<file path="src/design/srthr_pkg.sv">
`timescale 1ns / 1ps
// Shared types, constants and helpers for the split-tile ray hit resolver.
package srthr_pkg;

  // Default number of fraction bits in the fixed-point intercepts.
  localparam int unsigned FRAC_BITS_DEF = 16;

  // Stream widths: fields packed from bit 0 up, padded to whole bytes.
  localparam int unsigned IN_TDATA_W  = 192;
  localparam int unsigned OUT_TDATA_W = 112;
  localparam int unsigned MODE_W      = 2;
  localparam int unsigned OUTCOME_W   = 2;

  // Bits of the mode selector.
  localparam int unsigned MODE_VERT_BIT = 0;
  localparam int unsigned MODE_NE_BIT   = 1;

  // Tile step direction codes.
  localparam logic [1:0] DIR_POS = 2'b01;
  localparam logic [1:0] DIR_NEG = 2'b11;

  // Resolution of one crossing.
  typedef enum logic [OUTCOME_W-1:0] {
    OUT_PASS  = 2'd0,
    OUT_HORIZ = 2'd1,
    OUT_VERT  = 2'd2,
    OUT_MARK  = 2'd3
  } outcome_t;

  // Word leaving the decode stage.
  typedef struct packed {
    logic        vert;
    logic        ne;
    logic [1:0]  dx;
    logic [1:0]  dy;
    logic [31:0] x;
    logic [31:0] y;
    logic [15:0] tx;
    logic [15:0] ty;
    logic [31:0] hxs;
    logic [31:0] hys;
    logic        fx_low;
    logic        fx_high;
    logic        fy_low;
    logic        fy_high;
    logic [33:0] sumx;
    logic [33:0] sumy;
    logic [31:0] xadv;
    logic [31:0] yadv;
    logic [11:0] spot;
  } s1_t;

  // Word leaving the decision stage.
  typedef struct packed {
    outcome_t    outcome;
    logic        move_h;
    logic        move_v;
    logic [31:0] off;
    logic [31:0] delta;
    logic [31:0] x;
    logic [31:0] y;
    logic [15:0] tx;
    logic [15:0] ty;
    logic [11:0] spot;
  } s2_t;

  // Finished result word.
  typedef struct packed {
    outcome_t    outcome;
    logic [31:0] nx;
    logic [31:0] ny;
    logic [15:0] ntx;
    logic [15:0] nty;
    logic [11:0] seen;
  } res_t;

  // Tile index of a fixed-point coordinate: arithmetic shift, low 16 bits.
  function automatic logic [15:0] tile_of(logic [31:0] v, int unsigned frac_bits);
    logic signed [31:0] sh;
    sh = $signed(v) >>> frac_bits;
    return sh[15:0];
  endfunction

endpackage

</file>
<file path="src/design/srthr_decode.sv">
`timescale 1ns / 1ps
// Stage one: unpack the input word, form half steps, fractions and sums.
module srthr_decode #(
  parameter int unsigned FRAC_BITS = srthr_pkg::FRAC_BITS_DEF
) (
  input  logic                              clk,
  input  logic                              rst_n,
  input  logic                              in_valid,
  output logic                              in_ready,
  input  logic [srthr_pkg::MODE_W-1:0]      in_mode,
  input  logic [srthr_pkg::IN_TDATA_W-1:0]  in_data,
  output logic                              out_valid,
  input  logic                              out_ready,
  output srthr_pkg::s1_t                    out_word
);
  import srthr_pkg::*;

  localparam logic [31:0] HALF = 32'd1 << (FRAC_BITS - 1);

  logic        valid_r;
  s1_t         word_r;
  s1_t         word_nxt;
  logic [31:0] step_x;
  logic [31:0] step_y;
  logic [FRAC_BITS-1:0] fx;
  logic [FRAC_BITS-1:0] fy;

  assign in_ready  = !valid_r || out_ready;
  assign out_valid = valid_r;
  assign out_word  = word_r;

  assign step_x = in_data[31:0];
  assign step_y = in_data[63:32];

  // Field split, half steps, fraction tests and the wide sums.
  always_comb begin
    word_nxt.vert = in_mode[MODE_VERT_BIT];
    word_nxt.ne   = in_mode[MODE_NE_BIT];
    word_nxt.x    = in_data[95:64];
    word_nxt.y    = in_data[127:96];
    word_nxt.tx   = in_data[143:128];
    word_nxt.ty   = in_data[159:144];
    word_nxt.dx   = in_data[161:160];
    word_nxt.dy   = in_data[163:162];
    word_nxt.spot = in_mode[MODE_VERT_BIT] ? in_data[187:176] : in_data[175:164];
    word_nxt.hxs  = {step_x[31], step_x[31:1]};
    word_nxt.hys  = {step_y[31], step_y[31:1]};
    fx = word_nxt.x[FRAC_BITS-1:0];
    fy = word_nxt.y[FRAC_BITS-1:0];
    word_nxt.fx_low  = fx < HALF[FRAC_BITS-1:0];
    word_nxt.fx_high = fx > HALF[FRAC_BITS-1:0];
    word_nxt.fy_low  = fy < HALF[FRAC_BITS-1:0];
    word_nxt.fy_high = fy > HALF[FRAC_BITS-1:0];
    word_nxt.sumx = {{(34-FRAC_BITS){1'b0}}, fx} + {{2{word_nxt.hxs[31]}}, word_nxt.hxs};
    word_nxt.sumy = {{(34-FRAC_BITS){1'b0}}, fy} + {{2{word_nxt.hys[31]}}, word_nxt.hys};
    word_nxt.xadv = word_nxt.x + word_nxt.hxs;
    word_nxt.yadv = word_nxt.y + word_nxt.hys;
  end

  // Stage valid bit.
  always_ff @(posedge clk) begin
    if (!rst_n) begin
      valid_r <= 1'b0;
    end else if (in_ready) begin
      valid_r <= in_valid;
    end
  end

  // Stage payload.
  always_ff @(posedge clk) begin
    if (in_ready && in_valid) begin
      word_r <= word_nxt;
    end
  end

endmodule

</file>
<file path="src/design/srthr_decide.sv">
`timescale 1ns / 1ps
// Stage two: classify the crossing and choose the face offset and step.
module srthr_decide #(
  parameter int unsigned FRAC_BITS = srthr_pkg::FRAC_BITS_DEF
) (
  input  logic           clk,
  input  logic           rst_n,
  input  logic           in_valid,
  output logic           in_ready,
  input  srthr_pkg::s1_t in_word,
  output logic           out_valid,
  input  logic           out_ready,
  output srthr_pkg::s2_t out_word
);
  import srthr_pkg::*;

  localparam logic [31:0] HALF     = 32'd1 << (FRAC_BITS - 1);
  localparam logic [31:0] NEG_HALF = 32'd0 - HALF;

  logic valid_r;
  s2_t  word_r;
  s2_t  word_nxt;
  logic lowcase;
  logic highcase;
  logic in_quarter;
  logic near_dir;
  logic far_dir;
  logic upper;
  logic plain;
  logic dx_valid;
  logic same_x_tile;
  logic same_y_tile;

  assign in_ready  = !valid_r || out_ready;
  assign out_valid = valid_r;
  assign out_word  = word_r;

  assign same_x_tile = in_word.xadv[31:FRAC_BITS] == in_word.x[31:FRAC_BITS];
  assign same_y_tile = in_word.yadv[31:FRAC_BITS] == in_word.y[31:FRAC_BITS];
  assign dx_valid    = (in_word.dx == DIR_POS) || (in_word.dx == DIR_NEG);

  // Crossing classification for both the horizontal and vertical modes.
  always_comb begin
    word_nxt.outcome = OUT_PASS;
    word_nxt.move_h  = 1'b0;
    word_nxt.move_v  = 1'b0;
    word_nxt.off     = '0;
    word_nxt.delta   = '0;
    word_nxt.x       = in_word.x;
    word_nxt.y       = in_word.y;
    word_nxt.tx      = in_word.tx;
    word_nxt.ty      = in_word.ty;
    word_nxt.spot    = in_word.spot;
    lowcase    = 1'b0;
    highcase   = 1'b0;
    in_quarter = 1'b0;
    near_dir   = 1'b0;
    far_dir    = 1'b0;
    upper      = 1'b0;
    plain      = 1'b0;
    if (!in_word.vert) begin
      lowcase  = in_word.fx_low &&
                 (in_word.ne ? (in_word.dy == DIR_POS) : (in_word.dy == DIR_NEG));
      highcase = in_word.fx_high &&
                 (in_word.ne ? (in_word.dy == DIR_NEG) : (in_word.dy == DIR_POS));
      in_quarter = lowcase ? ($signed(in_word.sumx) < $signed({2'b00, HALF}))
                           : ($signed(in_word.sumx) > $signed({2'b00, HALF}));
      near_dir = lowcase ? (in_word.dx == DIR_POS) : (in_word.dx == DIR_NEG);
      far_dir  = lowcase ? (in_word.dx == DIR_NEG) : (in_word.dx == DIR_POS);
      if (!lowcase && !highcase) begin
        // Crossing misses the diagonal half: plain horizontal face.
        word_nxt.outcome = OUT_HORIZ;
        word_nxt.move_h  = 1'b1;
      end else if (near_dir) begin
        if (in_quarter) begin
          word_nxt.outcome = OUT_HORIZ;
          word_nxt.move_h  = 1'b1;
          word_nxt.off     = (in_word.dy == DIR_POS) ? HALF : NEG_HALF;
          word_nxt.delta   = in_word.hxs;
        end else begin
          word_nxt.outcome = OUT_VERT;
          word_nxt.move_v  = 1'b1;
          word_nxt.off     = lowcase ? NEG_HALF : HALF;
          word_nxt.delta   = 32'd0 - in_word.hys;
        end
      end else if (far_dir) begin
        if (in_quarter && same_x_tile) begin
          word_nxt.outcome = OUT_HORIZ;
          word_nxt.move_h  = 1'b1;
          word_nxt.off     = (in_word.dy == DIR_POS) ? HALF : NEG_HALF;
          word_nxt.delta   = in_word.hxs;
        end
      end else begin
        word_nxt.outcome = OUT_MARK;
      end
    end else begin
      upper      = in_word.ne ? (in_word.dx == DIR_POS) : (in_word.dx == DIR_NEG);
      plain      = upper ? in_word.fy_high : in_word.fy_low;
      in_quarter = upper ? ($signed(in_word.sumy) > $signed({2'b00, HALF}))
                         : ($signed(in_word.sumy) < $signed({2'b00, HALF}));
      if (!dx_valid) begin
        word_nxt.outcome = OUT_MARK;
      end else if (plain) begin
        // Crossing misses the diagonal half: plain vertical face.
        word_nxt.outcome = OUT_VERT;
        word_nxt.move_v  = 1'b1;
      end else if (in_quarter) begin
        word_nxt.outcome = OUT_HORIZ;
        word_nxt.move_h  = 1'b1;
        word_nxt.off     = upper ? NEG_HALF : HALF;
        word_nxt.delta   = 32'd0 - in_word.hxs;
      end else if (same_y_tile) begin
        word_nxt.outcome = OUT_VERT;
        word_nxt.move_v  = 1'b1;
        word_nxt.off     = (in_word.dx == DIR_POS) ? HALF : NEG_HALF;
        word_nxt.delta   = in_word.hys;
      end
    end
  end

  // Stage valid bit.
  always_ff @(posedge clk) begin
    if (!rst_n) begin
      valid_r <= 1'b0;
    end else if (in_ready) begin
      valid_r <= in_valid;
    end
  end

  // Stage payload.
  always_ff @(posedge clk) begin
    if (in_ready && in_valid) begin
      word_r <= word_nxt;
    end
  end

endmodule

</file>
<file path="src/design/srthr_apply.sv">
`timescale 1ns / 1ps
// Stage three: move the intercepts onto the struck face and hold the result.
module srthr_apply #(
  parameter int unsigned FRAC_BITS = srthr_pkg::FRAC_BITS_DEF
) (
  input  logic            clk,
  input  logic            rst_n,
  input  logic            in_valid,
  output logic            in_ready,
  input  srthr_pkg::s2_t  in_word,
  output logic            out_valid,
  input  logic            out_ready,
  output srthr_pkg::res_t out_word
);
  import srthr_pkg::*;

  logic        valid_r;
  res_t        word_r;
  res_t        word_nxt;
  logic [31:0] base_x;
  logic [31:0] base_y;

  assign in_ready  = !valid_r || out_ready;
  assign out_valid = valid_r;
  assign out_word  = word_r;

  // Tile corner in fixed point.
  assign base_x = {{16{in_word.tx[15]}}, in_word.tx} << FRAC_BITS;
  assign base_y = {{16{in_word.ty[15]}}, in_word.ty} << FRAC_BITS;

  // Face placement and tile recompute on the moved axis.
  always_comb begin
    word_nxt.outcome = in_word.outcome;
    word_nxt.nx      = in_word.x;
    word_nxt.ny      = in_word.y;
    word_nxt.ntx     = in_word.tx;
    word_nxt.nty     = in_word.ty;
    word_nxt.seen    = (in_word.outcome != OUT_PASS) ? in_word.spot : 12'd0;
    if (in_word.move_h) begin
      word_nxt.ny  = base_y + in_word.off;
      word_nxt.nx  = in_word.x + in_word.delta;
      word_nxt.ntx = tile_of(word_nxt.nx, FRAC_BITS);
    end else if (in_word.move_v) begin
      word_nxt.nx  = base_x + in_word.off;
      word_nxt.ny  = in_word.y + in_word.delta;
      word_nxt.nty = tile_of(word_nxt.ny, FRAC_BITS);
    end
  end

  // Output valid bit.
  always_ff @(posedge clk) begin
    if (!rst_n) begin
      valid_r <= 1'b0;
    end else if (in_ready) begin
      valid_r <= in_valid;
    end
  end

  // Output payload.
  always_ff @(posedge clk) begin
    if (in_ready && in_valid) begin
      word_r <= word_nxt;
    end
  end

endmodule

</file>
<file path="src/design/split_tile_ray_hit_resolver.sv">
`timescale 1ns / 1ps
// Split-tile ray hit resolver: resolves one ray crossing of a diagonally
// split tile per word. The work is cut into three register stages (decode,
// decide, apply); a word accepted into the decode register passes on to the
// decide register and then to the apply register, whose output is the
// result. A new word is taken in every cycle while the result side
// keeps up. Each stage has its own valid bit, so a held result stalls only
// the stages behind it; empty stages keep taking words. No configuration
// and no state are kept between words.
module split_tile_ray_hit_resolver #(
  parameter int unsigned FRAC_BITS = srthr_pkg::FRAC_BITS_DEF
) (
  input  logic                               clk,
  input  logic                               rst_n,
  input  logic                               in_tvalid,
  output logic                               in_tready,
  // Fields from bit 0: step_x, step_y, intercept_x, intercept_y, tile_x,
  // tile_y, dir_x, dir_y, horiz_spot, vert_spot, zero padding.
  input  logic [srthr_pkg::IN_TDATA_W-1:0]   in_tdata,
  // Field: mode.
  input  logic [srthr_pkg::MODE_W-1:0]       in_tuser,
  output logic                               out_tvalid,
  input  logic                               out_tready,
  // Fields from bit 0: new_intercept_x, new_intercept_y, new_tile_x,
  // new_tile_y, seen_index, zero padding.
  output logic [srthr_pkg::OUT_TDATA_W-1:0]  out_tdata,
  // Field: outcome.
  output logic [srthr_pkg::OUTCOME_W-1:0]    out_tuser
);
  import srthr_pkg::*;

  logic s1_valid;
  logic s1_ready;
  s1_t  s1_word;
  logic s2_valid;
  logic s2_ready;
  s2_t  s2_word;
  res_t res_word;

  // Decode stage.
  srthr_decode #(
    .FRAC_BITS(FRAC_BITS)
  ) u_decode (
    .clk      (clk),
    .rst_n    (rst_n),
    .in_valid (in_tvalid),
    .in_ready (in_tready),
    .in_mode  (in_tuser),
    .in_data  (in_tdata),
    .out_valid(s1_valid),
    .out_ready(s1_ready),
    .out_word (s1_word)
  );

  // Decision stage.
  srthr_decide #(
    .FRAC_BITS(FRAC_BITS)
  ) u_decide (
    .clk      (clk),
    .rst_n    (rst_n),
    .in_valid (s1_valid),
    .in_ready (s1_ready),
    .in_word  (s1_word),
    .out_valid(s2_valid),
    .out_ready(s2_ready),
    .out_word (s2_word)
  );

  // Apply stage and output register.
  srthr_apply #(
    .FRAC_BITS(FRAC_BITS)
  ) u_apply (
    .clk      (clk),
    .rst_n    (rst_n),
    .in_valid (s2_valid),
    .in_ready (s2_ready),
    .in_word  (s2_word),
    .out_valid(out_tvalid),
    .out_ready(out_tready),
    .out_word (res_word)
  );

  // Result word packing.
  assign out_tuser = res_word.outcome;
  assign out_tdata = {4'd0, res_word.seen, res_word.nty, res_word.ntx,
                      res_word.ny, res_word.nx};

  // An accepted word always lands in the decode stage.
  a_accept_lands: assert property (@(posedge clk) disable iff (!rst_n)
    in_tvalid && in_tready |=> s1_valid)
    else $error("accepted word did not reach the decode stage");

  // A pass-through result never sets a seen-map entry.
  a_pass_no_seen: assert property (@(posedge clk) disable iff (!rst_n)
    out_tvalid && (res_word.outcome == OUT_PASS) |-> (res_word.seen == 12'd0))
    else $error("pass-through result carries a seen index");

  // A horizontal hit reports the tile column of its new x intercept.
  a_horiz_tile: assert property (@(posedge clk) disable iff (!rst_n)
    out_tvalid && (res_word.outcome == OUT_HORIZ) |->
      (res_word.ntx == tile_of(res_word.nx, FRAC_BITS)))
    else $error("horizontal hit tile column mismatch");

  // A vertical hit reports the tile row of its new y intercept.
  a_vert_tile: assert property (@(posedge clk) disable iff (!rst_n)
    out_tvalid && (res_word.outcome == OUT_VERT) |->
      (res_word.nty == tile_of(res_word.ny, FRAC_BITS)))
    else $error("vertical hit tile row mismatch");

endmodule

</file>
<file path="config.mk">
export PLATFORM = sky130hd
export DESIGN_NAME = split_tile_ray_hit_resolver
export DESIGN_NICKNAME = d
export VERILOG_FILES = /design/src/design/srthr_pkg.sv /design/src/design/srthr_decode.sv /design/src/design/srthr_decide.sv /design/src/design/srthr_apply.sv /design/src/design/split_tile_ray_hit_resolver.sv
export SDC_FILE = /design/constraint.sdc
export NUM_CORES = 1
export LEC_CHECK = 0
export ABC_AREA = 0
export BUFFER_PORTS_ARGS = -buffer_cell sky130_fd_sc_hd__buf_2
export CORE_ASPECT_RATIO = 1.75
export CORE_UTILIZATION = 50
export CTS_BUF_LIST = sky130_fd_sc_hd__clkbuf_2
export DETAILED_ROUTE_END_ITERATION = 6
export GPL_TIMING_DRIVEN = 0
export PLACE_DENSITY = 0.7
export SYNTH_ARGS = -nofsm -noshare
export SYNTH_HDL_FRONTEND = slang
export SYNTH_SLANG_ARGS = --single-unit
export TNS_END_PERCENT = 1
</file>
<file path="constraint.sdc">
create_clock -name clk -period 20.2 [get_ports clk]
set_input_delay 2.02 -clock clk [delete_from_list [all_inputs] [get_ports clk]]
set_output_delay 2.02 -clock clk [all_outputs]
set_load 0.005 [all_outputs]
</file>
==> run metrics, run 1 <==
input/output buffers 303; count of endpoints failing hold in the final timing report 0; Worst Setup Slack, final 15120 ps; leakage 12.6 nW; final routed wire length divided by cell count 22.8 um; Post-Synthesis Cells 2348; floorplan die area 0.0571 mm^2; fraction of layout cells with a size suffix above 1 19.3%; total global routing overflow 0; Post-DP HPWL 64.5 mm; vias per std cell 5.88; number of global-route vias before repair 21357; row cnt 114; relative area change from synthesis to final layout 14.0%; maximum buffer depth of the clock tree 3; # Max-Cap Violations 0; overall fraction of global-route tracks in use 28.5%; quantity of hold-fixing buffers added after cts 0; total setup buffers inserted after CTS 0; arrival time worst endpoint 3060 ps; fill count 4658; average cell area after synthesis 12.0 um^2; number of storage elements in the synthesis netlist 535; footprint of the multi-input gates 0.0116 mm^2; number of antenna violations at the first check in global routing 4; CP Capture Type output port; clock sinks 535; total cell area at the placement stage 0.0309 mm^2; pin count of the biggest net entering global routing 35; Placer Congestion 0.952; Min Clock Period, post-route 5080 ps; later-pin clock latency in the skew report 1180 ps; number of distinct library cell variants in the gate-level netlist after synthesis 83; final core utilization 57.8%; measured slew at the worst slew-check pin 1300 ps; Final setup violation count 0; leading register cell type out of synthesis edfxtp_1; Setup crit start out_tready; first-pass GRT wire length 121 mm; number of H-tree branching levels 3; count of nets after finishing 3151; placed insts 3369; peak fanout along the critical path 6; IO Pins 314; Critical path destination in_tready; Initial DRC Count 1321; Die X-Extent 181 um; Layout Cells excl Fill 3577; area of all placed cells without fillers 0.0320 mm^2; Max Clock Freq 197 MHz; class of the worst hold path register to register; proportion of register bits with asynchronous set or reset after synthesis 0%; Starting Density 50.7%; Warnings, synthesis 0; nature of the critical path startpoint input pin; category of the critical setup timing path input pin to output port; WP data required 18180 ps; clock tree root driver cell clkbuf_2; total routed wirelength 81.4 mm; post-CTS sizing 0; number of optimization iterations in the first detailed-route pass 6; outcome finished clean; count of flip-flops with a built-in enable after synthesis 532; Seq/Total Area, Yosys 57.1%; setup repair after global routing missed its margin false; final period utilization 25.1%; remaining routing DRC violations 0; worst setup timing slack at the placement stage 14100 ps; Num CTS Buffers 115; Post-Synthesis Cell Area 0.0281 mm^2; Worst Skew 67.6 ps; Worst Reg-to-Reg Cells 10; TritonCTS clock tree yes; power density over the cells 78.7 mW/mm^2; via count of the routed design 21029; Worst-path clk slew 100 ps; Final Slew Violations 0; die span in y 315 um; Core Box Area 0.0553 mm^2; area taken by flip-flops and latches 0.0160 mm^2; setup slack of the most critical reg-to-reg path 15610 ps; Reg2Reg Capture Point u_decide.out_word[122]; startpoint of the worst-slack reg-to-reg timing path u_decode.out_word[274]; post-route antenna net violation count 0; Slew Limit Headroom 12.7%; largest vdd supply drop 0.0386 mV
==> worst min-delay path by stage <==
| stage | from | end | slack (ps) | cells past startpoint |
|---|---|---|---|---|
| after floorplan | u_decode.out_word[0] | u_decide.out_word[0] | 400 | 0 |
| after global placement | u_decode.out_word[237] | u_decide.out_word[37] | 400 | 0 |
| after detailed placement | u_decode.out_word[280] | u_decide.out_word[80] | 410 | 0 |
| after CTS | u_decode.out_word[287] | u_decide.out_word[87] | 390 | 0 |
| after global routing | u_decode.out_word[287] | u_decide.out_word[87] | 390 | 0 |
| final | u_decode.out_word[287] | u_decide.out_word[87] | 380 | 0 |
==> cell usage after synthesis (all sizes together) (21+ instances only) <==
master    n  area (um^2)
nand2b   29          184
nor2b    35          219
xor2     82          718
a21oi   137          689
nand3    43          215
o21ai   153          766
a211oi   24          185
edfxtp  532        16000
a31oi    25          156
nor2    155          584
nand2   196          736
clkbuf   44          165
nor4     36          253
xnor2   138         1210
nor3     63          320
inv      75          282
or3      21          141
ha      156         1950
o21a     33          248
a21o     78          586
mux2i    29          290
mux2     23          259
==> metrics by stage <==
step                      TNS, ps  power, mW  hold WS [ps]
after floorplan                 0       1.72           400
after global placement    -592410       1.88           403
after detailed placement        0       1.87           405
after CTS                       0       2.54           386
after global routing            0       2.64           387
final                           0       2.52           382
==> area by class of cell <==
| type | count | area share, % |
|---|---|---|
| antenna | 4 | 0.0313 |
| buffer | 58 | 0.735 |
| clock buffer | 151 | 2.36 |
| clock inverter | 52 | 0.915 |
| inverter | 76 | 0.891 |
| multi-input combinational | 1682 | 36.1 |
| sequential | 535 | 50.1 |
| tap | 696 | 2.72 |
| timing repair buffer | 323 | 6.11 |
==> cell usage in the layout, fill, tap and decap left out, types with 44 or more instances in the layout <==
master,instances
edfxtp_1,532
clkbuf_2,151
xor2_1,82
nor3_1,62
ha_1,156
nand2_1,196
a21oi_1,136
nor2_1,154
xnor2_1,138
o21ai_0,152
a21o_1,78
clkbuf_1,44
inv_1,75
buf_2,305
==> registers in the layout (all words and copies together), names as in the netlist <==
name	flops
u_apply.out_valid	1
u_apply.out_word	110
u_decide.out_valid	1
u_decide.out_word	146
u_decode.out_valid	1
u_decode.out_word	276
==> cell families (layout without fill, tap and decap cells) <==
| logic type | after synthesis | count (layout) | synth area share (%) |
|---|---|---|---|
| compound gates | 583 | 583 | 13.3 |
| xor+xnor | 220 | 220 | 6.86 |
| mux | 52 | 52 | 1.96 |
| flops | 535 | 535 | 57.1 |
| fa+ha+maj | 162 | 162 | 7.38 |
| other cells | 1 | 8 | 0.0134 |
| buf+inv | 134 | 660 | 1.85 |
| simple gates | 661 | 661 | 11.5 |
==> power breakdown <==
part           switching (mW)  internal [mW]
clock network           0.420          0.245
logic                   0.276          0.193
registers              0.0569           1.33
==> worst max-delay path: stages <==
cell and delay (ps):
buf_2 100, nor2b_1 590, nand3_1 180, buf_2 170
==> routing by layer <==
metal	share of wire [%]	GRT usage (%)	vias up	routed length (um)
li1	-	-	9820	-
met1	37	30.9	10063	30200
met2	52	51.6	886	42000
met3	5.2	4.01	258	4200
met4	6.2	18.8	2	5020
met5	0.011	0	-	9
Power figures use the tool's default switching activity.
==> run 2, diff against run 1 <==
==> constraint.sdc (replaced) <==
create_clock -name clk -period 4.74 [get_ports clk]
set_input_delay 0.474 -clock clk [delete_from_list [all_inputs] [get_ports clk]]
set_output_delay 0.474 -clock clk [all_outputs]
set_load 0.005 [all_outputs]
==> run 2 against run 1 <==
Net effect: hold slack got worse by 250 ps; largest cell class unchanged; critical endpoint is now u_apply.out_word[37]; sequential cell count did not move; sequential share of layout area fell by 5.0 points; die area did not move; highest routed layer is now met4.
==> run metrics, run 2 (synthesis gave the netlist of run 1 again) <==
outcome finished clean; maximum buffer depth of the clock tree 3 (unchanged); die span in y 315 um (unchanged); number of global-route vias before repair 23510 (+10%); nature of the critical path startpoint register; relative area change from synthesis to final layout 26.6%; Min Clock Period, post-route 4470 ps; area of all placed cells without fillers 0.0356 mm^2 (+11%); Worst Skew 101 ps (+33.4 ps); peak fanout along the critical path 4 (-2); measured slew at the worst slew-check pin 1170 ps (-130 ps); largest vdd supply drop 0.157 mV (+310%); number of H-tree branching levels 3 (unchanged); clock sinks 535 (unchanged); Worst-path clk slew 110 ps (about the same); Core Box Area 0.0553 mm^2 (unchanged); count of nets after finishing 3488 (+11%); Max Clock Freq 224 MHz; vias per std cell 5.72 (-2.7%); Post-DP HPWL 63.6 mm (-1.3%); final period utilization 94.2%; count of endpoints failing hold in the final timing report 0 (unchanged); category of the critical setup timing path register to register; Starting Density 50.7% (unchanged); Num CTS Buffers 116 (+0.87%); final total negative setup slack 0 ps (unchanged); setup slack of the most critical reg-to-reg path 270 ps (-15340 ps); IO Pins 314 (unchanged); first-pass GRT wire length 129 mm (+6.8%); total global routing overflow 0 (unchanged); total routed wirelength 86.5 mm (+6.2%); leading cell type in the layout, fill and taps excluded edfxtp_1; hold_sp in_tdata[10]; Reg2Reg Capture Point u_apply.out_word[37]; clock tree root driver cell clkbuf_2; arrival time worst endpoint 5390 ps (+2330 ps); later-pin clock latency in the skew report 1230 ps (+50 ps); post-route antenna net violation count 0 (unchanged); total cell area at the placement stage 0.0309 mm^2 (about the same); highest-count cells in the layout ignoring fill and taps edfxtp_1 (532), dlygate4sd3_1 (336), buf_2 (305), nand2_1 (196), ha_1 (156); Worst Reg-to-Reg Cells 11 (+1); fraction of layout cells with a size suffix above 1 17.5% (-1.8 points); TritonCTS clock tree yes; # Max-Cap Violations 0 (unchanged); final routed wire length divided by cell count 22.0 um (-3.2%); Slew Limit Headroom 21.5% (+8.8 points); setup repair after global routing missed its margin false; Final setup violation count 0 (unchanged); CP Capture Type register; startpoint of the worst-slack reg-to-reg timing path u_decide.out_word[109]; Die X-Extent 181 um (unchanged); worst setup timing slack at the placement stage 70.1 ps (-14030 ps); Hold Crit Endpoint u_decode.out_word[189]; remaining routing DRC violations 0 (unchanged); Placer Congestion 0.929 (-2.4%); input/output buffers 303 (unchanged); Final Slew Violations 0 (unchanged); number of cells on the worst hold path 2 (+2); number of optimization iterations in the first detailed-route pass 5 (-1); power density over the cells 317 mW/mm^2 (+300%); Worst Setup Slack, final 274 ps (-14850 ps); floorplan die area 0.0571 mm^2 (unchanged); via count of the routed design 22446 (+6.7%); number of antenna violations at the first check in global routing 4 (unchanged); WP data required 5660 ps (-12520 ps); max reg flops 276 (unchanged); Initial DRC Count 1236 (-6.4%); row cnt 114 (unchanged); pin count of the biggest net entering global routing 34 (-2.9%); overall fraction of global-route tracks in use 30.1% (+1.7 points); leakage 14.1 nW (+12%); class of the worst hold path input pin to register
## run 2: changes by cell type in the layout (fill, tap and decap cells not counted), moves of 2 or more
cell	delta
buf_12	-3
buf_16	+2
bufinv_16	+4
clkinv_2	+2
clkinvlp_4	+2
dlygate4sd3_1	+336
## run 2: worst max-delay path, stage by stage, from the launching register on
cell and delay, ps:
edfxtp_1 500, ha_1 310, a21oi_1 210, nor2_1 90, or4_1 530, a31o_2 290
a211oi_1 710, o21ai_0 350, o31ai_1 590, o21ai_1 140, xnor2_1 190, mux2_2 290
## run 2: final cells by class
| type | instances | area, um^2 |
|---|---|---|
| fill | 4299 | 19800 |
| sequential | 535 | 16000 |
| multi-input combinational | 1682 | 11600 |
| timing repair buffer | 659 | 5330 |
| tap | 696 | 871 |
| clock buffer | 150 | 751 |
| clock inverter | 63 | 454 |
| inverter | 76 | 285 |
| buffer | 58 | 235 |
| antenna | 5 | 12.5 |
## run 2: layer usage
metal  up-vias  global-route usage (%)  part of all wire (%)
met2       976                    56.2                    53
met3       295                    4.71                   5.4
met5         -                       0                     0
met4         0                    20.0                   6.2
li1      10531                       -                     -
met1     10644                    31.0                    36
## run 2: how the worst max path moves through the flow
stage	depth (start not counted)	endpoint	from	slack (ps)
floorplan	2	u_decode.out_word[0]	out_tready	-1010
global placement	3	u_decode.out_word[134]	out_tready	-3010
detailed placement	12	u_apply.out_word[74]	u_decide.out_word[170]	70
CTS	10	u_decide.out_word[110]	u_decode.out_word[274]	200
global route	12	u_apply.out_word[24]	u_decide.out_word[108]	60
finish	11	u_apply.out_word[37]	u_decide.out_word[109]	270
## run 2: repair_timing
item	in CTS	in global routing
buffers inserted	1	0
gates resized for setup	0	1
pin swaps	0	0
endpoints found under the setup margin	1	1
cloned	0	0
hold buffers	336	0
endpoints found under the hold margin	404	0
## run 2: power breakdown
part / internal [mW] / total [mW] / switching, mW
clock: 1.28 / 3.14 / 1.86
combinational: 1.01 / 2.23 / 1.22
sequential: 5.67 / 5.92 / 0.249
total: 7.96 / 11.3 / 3.33
## run 2: metrics by stage
stage	utilization (%)	total power, mW	hold WS (ps)	std cells
after floorplan	-	7.25	400	2351
after global placement	55.1	7.93	405	3350
after detailed placement	55.9	7.98	405	3369
after CTS	64.2	11.3	3.90	3919
after global routing	64.2	11.8	39.9	3924
final	64.2	11.3	135	3924
